`src/sv/wph_pkg.sv`:
```
// Shared types, constants and codes of the wireless pairing handshake.
package wph_pkg;

    localparam int TIME_BITS = 32;
    localparam int MAC_BITS = 48;
    localparam int CFG_DATA_BITS = 48;
    localparam int QUEUE_DEPTH_DEFAULT = 2;

    localparam logic [7:0] PAIR_PACKET_BYTES = 8'd9;

    localparam logic [63:0] TAG_DISCOVER = 64'h4A53505F44495343;
    localparam logic [63:0] TAG_CONFIRM = 64'h4A53505F434F4E46;
    localparam logic [MAC_BITS-1:0] MAC_ALL_ONES = {MAC_BITS{1'b1}};

    localparam logic [1:0] FUNC_START = 2'd0;
    localparam logic [1:0] FUNC_TICK = 2'd1;
    localparam logic [1:0] FUNC_PACKET = 2'd2;
    localparam logic [1:0] FUNC_UNUSED = 2'd3;

    localparam logic [1:0] SEND_NONE = 2'd0;
    localparam logic [1:0] SEND_DISC = 2'd1;
    localparam logic [1:0] SEND_RESP = 2'd2;
    localparam logic [1:0] SEND_ACK = 2'd3;

    localparam logic [1:0] PHASE_IDLE = 2'd0;
    localparam logic [1:0] PHASE_DISC = 2'd1;
    localparam logic [1:0] PHASE_WAIT = 2'd2;

    localparam logic [1:0] CFG_MANUAL_PEER = 2'd0;
    localparam logic [1:0] CFG_MANUAL_CHANNEL = 2'd1;
    localparam logic [1:0] CFG_RETRY_INTERVAL = 2'd2;
    localparam logic [1:0] CFG_ACK_TIMEOUT = 2'd3;

    localparam logic [3:0] CHANNEL_DEFAULT = 4'd1;
    localparam logic [3:0] CHANNEL_MAX = 4'd14;

    localparam logic [15:0] RETRY_INTERVAL_RESET = 16'd200;
    localparam logic [15:0] ACK_TIMEOUT_RESET = 16'd5000;

    typedef struct packed {
        logic [1:0]           func;
        logic [TIME_BITS-1:0] now_ms;
        logic [MAC_BITS-1:0]  source_address;
        logic [7:0]           packet_length;
        logic [63:0]          tag_head;
        logic [7:0]           tag_tail;
        logic                 stored_valid;
        logic [MAC_BITS-1:0]  stored_address;
    } cmd_word_t;

    typedef struct packed {
        logic [1:0]          send_kind;
        logic [MAC_BITS-1:0] send_destination;
        logic                add_peer;
        logic                delete_peer_first;
        logic [MAC_BITS-1:0] peer_address;
        logic                save_peer;
        logic                channel_valid;
        logic [3:0]          channel_value;
        logic                forward_to_scan;
        logic                paired_now;
        logic [1:0]          phase;
    } rsp_word_t;

    typedef struct packed {
        logic [MAC_BITS-1:0] manual_peer_address;
        logic [3:0]          manual_channel_number;
        logic [15:0]         retry_interval_ms;
        logic [15:0]         ack_timeout_ms;
    } cfg_t;

    typedef enum logic [2:0] {
        OP_NONE,
        OP_START,
        OP_TICK,
        OP_FORWARD,
        OP_DISC,
        OP_CONF
    } op_t;

    typedef struct packed {
        op_t                  op;
        logic [TIME_BITS-1:0] now_ms;
        logic [MAC_BITS-1:0]  address;
        logic                 stored_valid;
    } op_word_t;

endpackage

```
`src/sv/wph_front.sv`:
```
// Front end: decodes each input word into a short operation for the back end.
module wph_front (
    input  wph_pkg::cmd_word_t cmd,
    output wph_pkg::op_word_t  op_word
);

    wph_pkg::op_t op;
    logic         pair_length;

    assign pair_length = (cmd.packet_length == wph_pkg::PAIR_PACKET_BYTES);

    always_comb
    begin
        op = wph_pkg::OP_NONE;
        unique case (cmd.func)
            wph_pkg::FUNC_START:
            begin
                op = wph_pkg::OP_START;
            end
            wph_pkg::FUNC_TICK:
            begin
                op = wph_pkg::OP_TICK;
            end
            wph_pkg::FUNC_PACKET:
            begin
                if (!pair_length)
                begin
                    op = wph_pkg::OP_FORWARD;
                end
                else if (cmd.tag_tail == 8'd0 && cmd.tag_head == wph_pkg::TAG_DISCOVER)
                begin
                    op = wph_pkg::OP_DISC;
                end
                else if (cmd.tag_tail == 8'd0 && cmd.tag_head == wph_pkg::TAG_CONFIRM)
                begin
                    op = wph_pkg::OP_CONF;
                end
                else
                begin
                    op = wph_pkg::OP_NONE;
                end
            end
            wph_pkg::FUNC_UNUSED:
            begin
                op = wph_pkg::OP_NONE;
            end
        endcase
    end

    always_comb
    begin
        op_word.op = op;
        op_word.now_ms = cmd.now_ms;
        op_word.stored_valid = cmd.stored_valid;
        op_word.address = (cmd.func == wph_pkg::FUNC_START) ? cmd.stored_address
                                                            : cmd.source_address;
    end

endmodule

```
`src/sv/wph_queue.sv`:
```
// Short queue of decoded operations between the front and back ends.
module wph_queue #(
    parameter int DEPTH = wph_pkg::QUEUE_DEPTH_DEFAULT
) (
    input  logic              clk,
    input  logic              rst_n,
    input  logic              push_valid,
    output logic              push_stall,
    input  wph_pkg::op_word_t push_word,
    output logic              pop_valid,
    input  logic              pop_stall,
    output wph_pkg::op_word_t pop_word
);

    localparam int PTR_W = (DEPTH > 1) ? $clog2(DEPTH) : 1;
    localparam int CNT_W = $clog2(DEPTH + 1);

    wph_pkg::op_word_t slot_reg [DEPTH];
    logic [PTR_W-1:0]  wr_ptr_reg, wr_ptr_next;
    logic [PTR_W-1:0]  rd_ptr_reg, rd_ptr_next;
    logic [CNT_W-1:0]  count_reg, count_next;
    logic              push, pop;

    assign push_stall = (count_reg == CNT_W'(DEPTH));
    assign pop_valid = (count_reg != '0);
    assign pop_word = slot_reg[rd_ptr_reg];
    assign push = push_valid && !push_stall;
    assign pop = pop_valid && !pop_stall;

    always_comb
    begin
        wr_ptr_next = wr_ptr_reg;
        rd_ptr_next = rd_ptr_reg;
        count_next = count_reg;
        if (push)
        begin
            wr_ptr_next = (wr_ptr_reg == PTR_W'(DEPTH - 1)) ? '0 : wr_ptr_reg + 1'b1;
        end
        if (pop)
        begin
            rd_ptr_next = (rd_ptr_reg == PTR_W'(DEPTH - 1)) ? '0 : rd_ptr_reg + 1'b1;
        end
        if (push && !pop)
        begin
            count_next = count_reg + 1'b1;
        end
        else if (pop && !push)
        begin
            count_next = count_reg - 1'b1;
        end
    end

    always_ff @(posedge clk or negedge rst_n)
    begin
        if (!rst_n)
        begin
            wr_ptr_reg <= '0;
            rd_ptr_reg <= '0;
            count_reg <= '0;
        end
        else
        begin
            wr_ptr_reg <= wr_ptr_next;
            rd_ptr_reg <= rd_ptr_next;
            count_reg <= count_next;
        end
    end

    always_ff @(posedge clk)
    begin
        if (push)
        begin
            slot_reg[wr_ptr_reg] <= push_word;
        end
    end

endmodule

```
`src/sv/wph_back.sv`:
```
// Back end: holds the pairing state, carries out operations and registers results.
module wph_back (
    input  logic              clk,
    input  logic              rst_n,
    input  wph_pkg::cfg_t     cfg,
    input  logic              op_valid,
    output logic              op_stall,
    input  wph_pkg::op_word_t op_word,
    output logic              rsp_valid,
    input  logic              rsp_stall,
    output wph_pkg::rsp_word_t rsp_word
);

    logic                          paired_reg, paired_next;
    logic                          ack_pending_reg, ack_pending_next;
    logic [1:0]                    phase_reg, phase_next;
    logic [wph_pkg::MAC_BITS-1:0]  link_peer_reg, link_peer_next;
    logic [wph_pkg::MAC_BITS-1:0]  pending_mac_reg, pending_mac_next;
    logic [wph_pkg::TIME_BITS-1:0] last_send_reg, last_send_next;
    logic [wph_pkg::TIME_BITS-1:0] phase_start_reg, phase_start_next;
    logic                          valid_reg;
    wph_pkg::rsp_word_t            rsp_reg, rsp_next;
    logic                          take;
    logic                          complete;
    logic [3:0]                    channel;
    logic [wph_pkg::TIME_BITS-1:0] since_send;
    logic [wph_pkg::TIME_BITS-1:0] since_phase;

    assign take = op_valid && (!valid_reg || !rsp_stall);
    assign op_stall = !take;
    assign rsp_valid = valid_reg;
    assign rsp_word = rsp_reg;

    assign since_send = op_word.now_ms - last_send_reg;
    assign since_phase = op_word.now_ms - phase_start_reg;
    assign channel = (cfg.manual_channel_number > wph_pkg::CHANNEL_MAX) ? wph_pkg::CHANNEL_MAX
                                                                       : cfg.manual_channel_number;

    always_comb
    begin
        rsp_next = '0;
        complete = 1'b0;
        paired_next = paired_reg;
        ack_pending_next = ack_pending_reg;
        phase_next = phase_reg;
        link_peer_next = link_peer_reg;
        pending_mac_next = pending_mac_reg;
        last_send_next = last_send_reg;
        phase_start_next = phase_start_reg;
        unique case (op_word.op)
            wph_pkg::OP_START:
            begin
                rsp_next.channel_valid = 1'b1;
                rsp_next.channel_value = wph_pkg::CHANNEL_DEFAULT;
                if (cfg.manual_peer_address != '0)
                begin
                    link_peer_next = cfg.manual_peer_address;
                    rsp_next.save_peer = 1'b1;
                    rsp_next.peer_address = cfg.manual_peer_address;
                    rsp_next.add_peer = (cfg.manual_peer_address != wph_pkg::MAC_ALL_ONES);
                    paired_next = 1'b1;
                    phase_next = wph_pkg::PHASE_IDLE;
                    complete = 1'b1;
                end
                else if (op_word.stored_valid)
                begin
                    link_peer_next = op_word.address;
                    rsp_next.add_peer = 1'b1;
                    rsp_next.peer_address = op_word.address;
                    paired_next = 1'b1;
                    phase_next = wph_pkg::PHASE_IDLE;
                    complete = 1'b1;
                end
                else
                begin
                    phase_next = wph_pkg::PHASE_DISC;
                    last_send_next = '0;
                end
            end
            wph_pkg::OP_TICK:
            begin
                if (!paired_reg)
                begin
                    if (ack_pending_reg)
                    begin
                        rsp_next.send_kind = wph_pkg::SEND_ACK;
                        rsp_next.send_destination = pending_mac_reg;
                        ack_pending_next = 1'b0;
                        rsp_next.add_peer = 1'b1;
                        rsp_next.save_peer = 1'b1;
                        rsp_next.peer_address = link_peer_reg;
                        paired_next = 1'b1;
                        phase_next = wph_pkg::PHASE_IDLE;
                        complete = 1'b1;
                    end
                    else if (phase_reg == wph_pkg::PHASE_DISC)
                    begin
                        if (since_send >= wph_pkg::TIME_BITS'(cfg.retry_interval_ms))
                        begin
                            rsp_next.send_kind = wph_pkg::SEND_DISC;
                            rsp_next.send_destination = wph_pkg::MAC_ALL_ONES;
                            last_send_next = op_word.now_ms;
                        end
                    end
                    else if (phase_reg == wph_pkg::PHASE_WAIT)
                    begin
                        if (since_phase >= wph_pkg::TIME_BITS'(cfg.ack_timeout_ms))
                        begin
                            phase_next = wph_pkg::PHASE_DISC;
                            link_peer_next = '0;
                        end
                    end
                end
            end
            wph_pkg::OP_FORWARD:
            begin
                rsp_next.forward_to_scan = 1'b1;
            end
            wph_pkg::OP_DISC:
            begin
                if (!paired_reg && phase_reg == wph_pkg::PHASE_DISC)
                begin
                    link_peer_next = op_word.address;
                    rsp_next.add_peer = 1'b1;
                    rsp_next.peer_address = op_word.address;
                    rsp_next.send_kind = wph_pkg::SEND_RESP;
                    rsp_next.send_destination = op_word.address;
                    phase_next = wph_pkg::PHASE_WAIT;
                    phase_start_next = op_word.now_ms;
                    last_send_next = '0;
                end
            end
            wph_pkg::OP_CONF:
            begin
                if (!paired_reg && phase_reg == wph_pkg::PHASE_WAIT)
                begin
                    ack_pending_next = 1'b1;
                    pending_mac_next = link_peer_reg;
                end
            end
            wph_pkg::OP_NONE:
            begin
            end
            default:
            begin
            end
        endcase

        // A manual channel moves the freshly paired peer onto that channel.
        if (complete && channel != 4'd0)
        begin
            rsp_next.channel_valid = 1'b1;
            rsp_next.channel_value = channel;
            if (link_peer_next != '0 && link_peer_next != wph_pkg::MAC_ALL_ONES)
            begin
                rsp_next.delete_peer_first = 1'b1;
                rsp_next.add_peer = 1'b1;
                rsp_next.peer_address = link_peer_next;
            end
        end

        rsp_next.paired_now = paired_next;
        rsp_next.phase = phase_next;
    end

    always_ff @(posedge clk or negedge rst_n)
    begin
        if (!rst_n)
        begin
            paired_reg <= 1'b0;
            ack_pending_reg <= 1'b0;
            phase_reg <= wph_pkg::PHASE_IDLE;
            link_peer_reg <= '0;
            pending_mac_reg <= '0;
            last_send_reg <= '0;
            phase_start_reg <= '0;
            valid_reg <= 1'b0;
        end
        else
        begin
            if (take)
            begin
                paired_reg <= paired_next;
                ack_pending_reg <= ack_pending_next;
                phase_reg <= phase_next;
                link_peer_reg <= link_peer_next;
                pending_mac_reg <= pending_mac_next;
                last_send_reg <= last_send_next;
                phase_start_reg <= phase_start_next;
                valid_reg <= 1'b1;
            end
            else if (!rsp_stall)
            begin
                valid_reg <= 1'b0;
            end
        end
    end

    always_ff @(posedge clk)
    begin
        if (take)
        begin
            rsp_reg <= rsp_next;
        end
    end

endmodule

```
`src/sv/wireless_pairing_handshake.sv`:
```
// Top level of the wireless pairing handshake: configuration registers and the three stages.
//
//   port group          | direction | handshake           | word
//   cmd_*               | in        | cmd_valid/cmd_stall | cmd_word (start, tick or packet)
//   rsp_*               | out       | rsp_valid/rsp_stall | rsp_word (one result per command)
//   cfg_*               | in        | cfg_write           | cfg_index, cfg_data
//
// One command word is taken every cycle while the operation queue is not full. The edge that
// takes it writes it into the operation queue; the state unit then pops it and loads its
// result into its result register, from which the result can be taken.
// Reset clears the pairing state and loads the register defaults; there is no clearing pass.
// A stalled result holds in the result register while the queue keeps taking commands
// until it is full.
module wireless_pairing_handshake #(
    parameter int QUEUE_DEPTH = wph_pkg::QUEUE_DEPTH_DEFAULT
) (
    input  logic                              clk,
    input  logic                              rst_n,
    input  logic                              cmd_valid,
    output logic                              cmd_stall,
    input  wph_pkg::cmd_word_t                cmd_word,
    output logic                              rsp_valid,
    input  logic                              rsp_stall,
    output wph_pkg::rsp_word_t                rsp_word,
    input  logic                              cfg_write,
    input  logic [1:0]                        cfg_index,
    input  logic [wph_pkg::CFG_DATA_BITS-1:0] cfg_data
);

    wph_pkg::cfg_t     cfg_reg;
    wph_pkg::op_word_t front_word;
    wph_pkg::op_word_t queue_word;
    logic              queue_valid;
    logic              back_stall;

    always_ff @(posedge clk or negedge rst_n)
    begin
        if (!rst_n)
        begin
            cfg_reg.manual_peer_address <= '0;
            cfg_reg.manual_channel_number <= '0;
            cfg_reg.retry_interval_ms <= wph_pkg::RETRY_INTERVAL_RESET;
            cfg_reg.ack_timeout_ms <= wph_pkg::ACK_TIMEOUT_RESET;
        end
        else if (cfg_write)
        begin
            unique case (cfg_index)
                wph_pkg::CFG_MANUAL_PEER:
                begin
                    cfg_reg.manual_peer_address <= cfg_data[wph_pkg::MAC_BITS-1:0];
                end
                wph_pkg::CFG_MANUAL_CHANNEL:
                begin
                    cfg_reg.manual_channel_number <= cfg_data[3:0];
                end
                wph_pkg::CFG_RETRY_INTERVAL:
                begin
                    cfg_reg.retry_interval_ms <= cfg_data[15:0];
                end
                wph_pkg::CFG_ACK_TIMEOUT:
                begin
                    cfg_reg.ack_timeout_ms <= cfg_data[15:0];
                end
            endcase
        end
    end

    wph_front u_front (
        .cmd     (cmd_word),
        .op_word (front_word)
    );

    wph_queue #(
        .DEPTH (QUEUE_DEPTH)
    ) u_queue (
        .clk        (clk),
        .rst_n      (rst_n),
        .push_valid (cmd_valid),
        .push_stall (cmd_stall),
        .push_word  (front_word),
        .pop_valid  (queue_valid),
        .pop_stall  (back_stall),
        .pop_word   (queue_word)
    );

    wph_back u_back (
        .clk       (clk),
        .rst_n     (rst_n),
        .cfg       (cfg_reg),
        .op_valid  (queue_valid),
        .op_stall  (back_stall),
        .op_word   (queue_word),
        .rsp_valid (rsp_valid),
        .rsp_stall (rsp_stall),
        .rsp_word  (rsp_word)
    );

endmodule
```
`config.mk`:
```
export PLATFORM = sky130hd
export DESIGN_NAME = wireless_pairing_handshake
export DESIGN_NICKNAME = d
export VERILOG_FILES = /design/src/sv/wph_pkg.sv /design/src/sv/wph_front.sv /design/src/sv/wph_queue.sv /design/src/sv/wph_back.sv /design/src/sv/wireless_pairing_handshake.sv
export SDC_FILE = /design/constraint.sdc
export NUM_CORES = 1
export LEC_CHECK = 0
export BUFFER_PORTS_ARGS = -buffer_cell sky130_fd_sc_hd__buf_2
export CORE_ASPECT_RATIO = 1.4
export CORE_UTILIZATION = 58
export DETAILED_ROUTE_END_ITERATION = 8
export GPL_ROUTABILITY_DRIVEN = 0
export GPL_TIMING_DRIVEN = 1
export PLACE_DENSITY = 0.9
export SLEW_MARGIN = 5
export SYNTH_ARGS = -nofsm -noshare
export SYNTH_HDL_FRONTEND = slang
export SYNTH_SLANG_ARGS = --single-unit
export TNS_END_PERCENT = 5
```
`constraint.sdc`:
```
create_clock -name clk -period 9.27 [get_ports clk]
set_input_delay 0.4635 -clock clk [delete_from_list [all_inputs] [get_ports clk]]
set_output_delay 0.4635 -clock clk [all_outputs]
set_load 0.05 [all_outputs]
```
==> impl_metrics.py, run 1 <==
metrics = {
    "yosys": {
        "synthArstFlopShare_pct": 47.65,
        "netlist.area_leader.share_pct": 30.12,
        "synth_edf_count": 278,
        "synthXorXnorAreaFrac_pct": 1.296,
        "synth_area_leaders": "edfxtp_1 (30%), dfrtp_1 (22%), mux2_2 (9.5%)",
        "synth_top_family_by_area": "compound AO/OA/AOI/OAI gates",
        "synth_seq_area_share_pct": 53.00,
        "synth_common_cells": "edfxtp_1 (278), dfrtp_1 (245), mux2_2 (234)",
        "synth_ff_type": "edfxtp_1",
        "synth_compound_area_share_pct": 14.81,
        "ys_types": 96,
        "syn_nets": 2851,
        "synth_area_um2": 27720,
        "synth_mux_area_share_pct": 10.88,
        "yosysMostFrequentCell": "edfxtp_1",
        "syn_area_per_cell_um2": 11.15,
        "ys_ff_latch": 531,
        "synth_adder_area_share_pct": 4.523,
        "synth-simple-area-share_pct": 11.64,
        "synth_top_area_cell": "edfxtp_1",
        "yosys_warnings": 0,
        "syn_inst": 2486,
    },
    "floorplan": {
        "ios": 378,
        "rows": 94,
        "die_width_um": 186.8,
        "start_util_pct": 58.91,
        "fp.dieArea_um2": 48680,
        "coreArea_um2": 47050,
        "die-height_um": 260.7,
    },
    "pwr": {
        "ir_drop_mv": 0.2308,
        "sw_frac_of_total_pct": 43.74,
        "p_seq_share_pct": 33.3,
        "p_leak_nw": 13.93,
        "p_switching_w": 0.004830,
        "p_int_w": 0.006211,
        "clkPwrFrac_pct": 19.3,
        "comb_power_share_pct": 47.4,
        "p_total_w": 0.01104,
        "p_per_area_nw_per_um2": 346.1,
    },
    "grt": {
        "grt_usage_pct": 33.91,
        "grt_pass1_vias": 23030,
        "antenna_found_initial": 2,
        "grt_max_degree": 120,
        "grt.overflow.total": 0,
        "grt_pass1_wl_um": 126800,
    },
    "timing": {
        "finalClockSkew_ps": 58.29,
        "fin_crit_sh_pct": 85.62,
        "finalSetupTns_ps": 0,
        "setup_viol_count_final": 0,
        "max_slew_margin_pct": 17.54,
        "post-route-worst-setup-slack_ps": 1333,
        "slew_viol_final": 0,
        "worst_pin_slew_ps": 1203,
        "hold_violations": 0,
        "fin_crit_ps": 7937,
        "rsz0062_at_grt": "no",
        "fmax_mhz": 126.0,
        "holdWs_ps": 30.61,
    },
    "worst_setup_path": {
        "crit_type": "reg -> reg",
        "r2r_slack_ps": 1330,
        "crit_top_cell": "o2111ai_1",
        "required_ps": 9660,
        "critPathLaunchType": "register",
        "rr_worst_depth": 25,
        "endpoint_kind": "register",
        "crit_slowest_cell": "dfrtp_4",
        "worstReg2RegEnd": "u_back.rsp_word[58]",
        "slowest_delay_ps": 710,
        "timing.rr.start": "u_queue.rd_ptr_reg",
        "cp-startpoint": "u_queue.rd_ptr_reg",
        "path_max_fanout": 32,
        "cp.arrival_ps": 8330,
    },
    "layout": {
        "final_nets": 3186,
        "fin_cells": 3489,
        "syn_to_final_growth_pct": 15.10,
        "layout-drive-gt1-share_pct": 27.10,
        "largest_reg_flops": 168,
    },
    "clocking": {
        "clockBufferDepth": 3,
        "cts.sinks": 531,
        "cts_htree_levels": 2,
        "cts-root-buf": "clkbuf_16",
        "clk_latency_ps": 630,
        "cts_tree": "done",
        "postCtsSetupRepairBufs": 0,
        "cts_made_buffers": 50,
        "path_clk_slew_ps": 70,
    },
    "route": {
        "vias": 23000,
        "detail-route-antenna-nets": 0,
        "drc": 0,
        "vias_per_cell": 6.593,
        "totalWireLength_um": 83920,
        "wl_per_cell_um": 24.05,
        "first_pass_iters": 6,
        "drtIter0Drc": 2965,
    },
    "hold_path": {
        "holdPathStages": 1,
        "hp-class": "in -> reg",
        "hold-path-endpoint": "u_queue.slot_reg[0][0]",
        "hp-start": "cmd_word[48]",
    },
    "place": {
        "pre_cts_ws_ps": 1674,
        "dp.cells": 3392,
        "portBuffers": 377,
        "hpwl_um": 58300,
    },
    "status": {
        "status": "completed",
    },
    "job": {
        "drv_cap": 0,
    },
}
## power groups by stage
stage	registers, W	clock network [W]	logic, W
after floorplan	0.00416	0	0.00316
after global placement	0.00364	0	0.00482
after detailed placement	0.00368	0	0.00503
after CTS	0.00364	0.00214	0.00509
after global routing	0.00372	0.00223	0.00559
final	0.00367	0.00213	0.00524
## through the flow
stage,instance area (um2),utilization (%)
6_report,31900,67.81
5_1_grt,31900,67.81
4_1_cts,31900,67.80
3_5_place_dp,30170,64.13
3_3_place_gp,30170,64.13
2_1_floorplan,27720,-
## area by class of cell
type | count | area, um2
flip-flops and latches | 531 | 14690
clock inverters | 29 | 359.1
repair buffers | 406 | 2117
clock buffers | 65 | 1359
multi-input cells | 1686 | 12040
fillers | 3205 | 15140
well taps | 624 | 780.7
inverters | 146 | 550.5
diodes | 2 | 5.005
## layout by cell type (no fill, tap or decap), types with 22 or more instances in the layout
master and instances:
nor4_1 35, edfxtp_1 278, inv_1 145, dfrtp_1 244, nor2_1 84, nand2_1 211
a21oi_1 144, buf_2 376, nand3_1 63, o21ai_0 226, clkbuf_16 51, nor2b_1 66
buf_4 28, xnor2_1 22, nand4_1 45, ha_1 97, mux2_2 234, a21o_1 81
mux2i_1 38, o2bb2ai_1 33, a31oi_1 45
## logic make-up (layout without fill, tap and decap cells)
group,count (synthesis),after routing
flip-flops,531,531
AO/OA/AOI/OAI,647,647
other,0,2
multiplexers,272,272
buffers and inverters,269,646
adder cells (fa/ha/maj),99,99
AND/OR/NAND/NOR,627,627
XOR/XNOR,41,41
## how the worst max path moves through the flow
stage / slack (ps) / end / depth (start not counted)
2_1_floorplan: 2090 / u_back.rsp_word[102] / 30
3_3_place_gp: 1880 / u_back.rsp_word[93] / 26
3_5_place_dp: 1670 / u_back.rsp_word[90] / 25
4_1_cts: 1600 / u_back.rsp_word[101] / 25
5_1_grt: 930 / u_back.rsp_word[101] / 24
6_report: 1330 / u_back.rsp_word[58] / 25
## metal layers
metal  track usage, %  routed length, um
met5                0                  0
met4            25.34               7006
met3            7.477               8422
met2            57.63              41060
met1            37.50              27430
## critical path, delay by kind of cell, from the launching register on
kind,cells,cell delay (ps)
flops,1,710
buf+inv,2,900
fa+ha+maj,3,990
xor+xnor,1,130
compound gates,7,1350
simple gates,11,3390
mux,1,210
## timing repair
action | in CTS | in global routing
gates resized for setup | 0 | 0
setup endpoints to repair | 0 | 0
endpoints found under the hold margin | 83 | 0
hold buffers | 1 | 0
Note: power is estimated with default switching activity, not from simulation.
==> run 2, diff against run 1 <==
--- a/config.mk
+++ b/config.mk
@@ -6,10 +6,12 @@
 export NUM_CORES = 1
 export LEC_CHECK = 0
 export BUFFER_PORTS_ARGS = -buffer_cell sky130_fd_sc_hd__buf_2
+export CELL_PAD_IN_SITES_DETAIL_PLACEMENT = 1
+export CELL_PAD_IN_SITES_GLOBAL_PLACEMENT = 2
 export CORE_ASPECT_RATIO = 1.4
-export CORE_UTILIZATION = 58
+export CORE_UTILIZATION = 38
 export DETAILED_ROUTE_END_ITERATION = 8
-export GPL_ROUTABILITY_DRIVEN = 0
+export GPL_ROUTABILITY_DRIVEN = 1
 export GPL_TIMING_DRIVEN = 1
 export PLACE_DENSITY = 0.9
 export SLEW_MARGIN = 5
==> run 2 against run 1 <==
Against the previous run: final cell count is 10% higher; power is 2.1% higher; largest cell class unchanged; register-to-register slack worse by 170 ps; worst hold slack better by 6.6 ps; clock skew is 11 ps lower.
==> impl_metrics.py, run 2 (same netlist as run 1, synthesis figures left out) <==
metrics = {
    "status": {
        "status": "completed",
    },
    "floorplan": {
        "fp.dieArea_um2": 74040,
        "start_util_pct": 38.58,
        "die_width_um": 230.3,
        "coreArea_um2": 71840,
        "rows": 116,
        "ios": 378,
        "die-height_um": 321.6,
    },
    "layout": {
        "fill_cells": 7908,
        "layout-drive-gt1-share_pct": 27.26,
        "final_nets": 3211,
        "final_core_util_pct": 45.54,
        "ff_latch_area_um2": 14690,
        "final_cell_mix": "buf_2 (376), edfxtp_1 (278), dfrtp_1 (243), mux2_2 (234), o21ai_0 (226)",
        "largest_reg_flops": 168,
        "syn_to_final_growth_pct": 18.05,
        "final_common_cell": "buf_2",
        "fin_cells": 3839,
        "multi_input_area_um2": 12050,
    },
    "timing": {
        "worst_pin_slew_ps": 1197,
        "hold_violations": 0,
        "fin_crit_ps": 8106,
        "fin_crit_sh_pct": 87.44,
        "finalClockSkew_ps": 47.60,
        "fmax_mhz": 123.4,
        "rsz0062_at_grt": "no",
        "finalSetupTns_ps": 0,
        "max_slew_margin_pct": 20.21,
        "setup_viol_count_final": 0,
        "slew_viol_final": 0,
    },
    "pwr": {
        "ir_drop_mv": 0.1846,
        "p_per_area_nw_per_um2": 344.5,
        "p_leak_nw": 14.12,
    },
    "worst_setup_path": {
        "cp_top_family": "compound AO/OA/AOI/OAI gates",
        "path_max_fanout": 49,
        "worstReg2RegEnd": "u_back.rsp_word[73]",
        "timing.rr.start": "u_queue.rd_ptr_reg",
        "rr_worst_depth": 24,
        "crit_slowest_cell": "a2111oi_0",
        "crit_type": "reg -> reg",
        "required_ps": 9600,
        "slowest_delay_ps": 980,
        "endpoint_kind": "register",
        "r2r_slack_ps": 1160,
        "critPathLaunchType": "register",
        "cp.arrival_ps": 8440,
        "crit_chain": "mux2i_1 -> inv_1 -> ha_1 -> nor2b_1 -> o21ai_0 -> a21boi_1 -> o21ai_0 -> a2111oi_0 -> or3_1 -> a21oi_1 -> xnor2_1 -> ha_1 -> a2111oi_0 -> o221a_2 -> o2111ai_1 -> a2111oi_0 -> o221ai_1 -> nor4_1 -> o2111ai_1 -> or4_1 -> a211o_1 -> a21oi_4 -> buf_4 -> o21ai_0",
        "critPathBufInv": 2,
    },
    "hold_path": {
        "hold-path-endpoint": "u_queue.slot_reg[1][50]",
        "holdPathStages": 1,
        "hp-class": "in -> reg",
        "hp-start": "cmd_word[178]",
    },
    "clocking": {
        "postCtsSetupRepairBufs": 0,
        "cts.sinks": 531,
        "cts_tree": "done",
        "cts_made_buffers": 56,
        "holdBufCountCts": 21,
        "path_clk_slew_ps": 70,
        "clk_latency_ps": 650,
        "clockBufferDepth": 3,
        "cts-root-buf": "clkbuf_16",
        "cts_htree_levels": 2,
        "cts_resized": 0,
    },
    "route": {
        "wl_per_cell_um": 23.91,
        "vias": 21650,
        "totalWireLength_um": 91800,
        "drc": 0,
        "first_pass_iters": 6,
        "vias_per_cell": 5.640,
        "detail-route-antenna-nets": 0,
        "drtIter0Drc": 1230,
    },
    "grt": {
        "grt_pass1_vias": 23430,
        "grt_usage_pct": 24.54,
        "antenna_found_initial": 2,
        "grt_max_degree": 123,
        "grt_pass1_wl_um": 139700,
        "grt.overflow.total": 0,
    },
    "place": {
        "hpwl_um": 66870,
        "portBuffers": 377,
        "dp.cells": 3711,
        "place_congestion": 0.8801,
    },
    "job": {
        "drv_cap": 0,
    },
}
run 2: changes by cell type in the layout (fill, tap and decap cells not counted), sizes merged:
cell         change
clkbuf          +13
diode            -1
clkinv           -1
bufinv           +1
inv              -1
buf              -1
dlygate4sd3     +20
run 2: report_power, final:
part	switching, W	leakage [nW]	total, W	internal (W)
clock network	0.000988	0.941	0.00236	0.00137
registers	0.000444	5.80	0.00369	0.00324
logic	0.00344	7.38	0.00523	0.00179
total	0.00487	14.1	0.0113	0.00640
run 2: worst max path at each step:
stage | cells after the start | startpoint | to | slack (ps)
after detailed placement | 24 | u_queue.rd_ptr_reg | u_back.rsp_word[93] | 1390
after CTS | 24 | u_queue.rd_ptr_reg | u_back.rsp_word[93] | 1320
after global placement | 24 | u_queue.rd_ptr_reg | u_back.rsp_word[76] | 1750
after global routing | 24 | u_queue.rd_ptr_reg | u_back.rsp_word[63] | 750
after floorplan | 30 | u_queue.rd_ptr_reg | u_back.rsp_word[102] | 2090
final | 24 | u_queue.rd_ptr_reg | u_back.rsp_word[73] | 1160
run 2: area by class of cell:
class	instances	share of cell area [%]
sequential	531	44.91
clock buffer	78	4.841
clock inverter	28	1.063
antenna	1	0.007648
timing repair buffer	425	7.059
inverter	146	1.683
multi-input combinational	1686	36.83
tap	944	3.610
run 2: metrics by stage:
| step | hold WS (ps) | power (W) | setup slack [ps] | area, um2 |
|---|---|---|---|---|
| global route | 9.252 | 0.01194 | 754.0 | 32720 |
| floorplan | 167.9 | 0.007321 | 2093 | 27720 |
| global placement | 470.6 | 0.008736 | 1752 | 30580 |
| detailed placement | 473.5 | 0.008923 | 1389 | 30580 |
| CTS | 3.299 | 0.01135 | 1320 | 32720 |
| finish | 37.24 | 0.01127 | 1164 | 32720 |
run 2: metal layers:
layer / up-vias / wire length [um] / global-route usage [%] / share of wire, %
met5: - / 11 / 0 / 0.012
li1: 9896 / - / - / -
met1: 10960 / 34550 / 27.23 / 38
met2: 611 / 49380 / 46.20 / 54
met3: 182 / 3572 / 3.010 / 3.9
met4: 2 / 4285 / 11.26 / 4.7
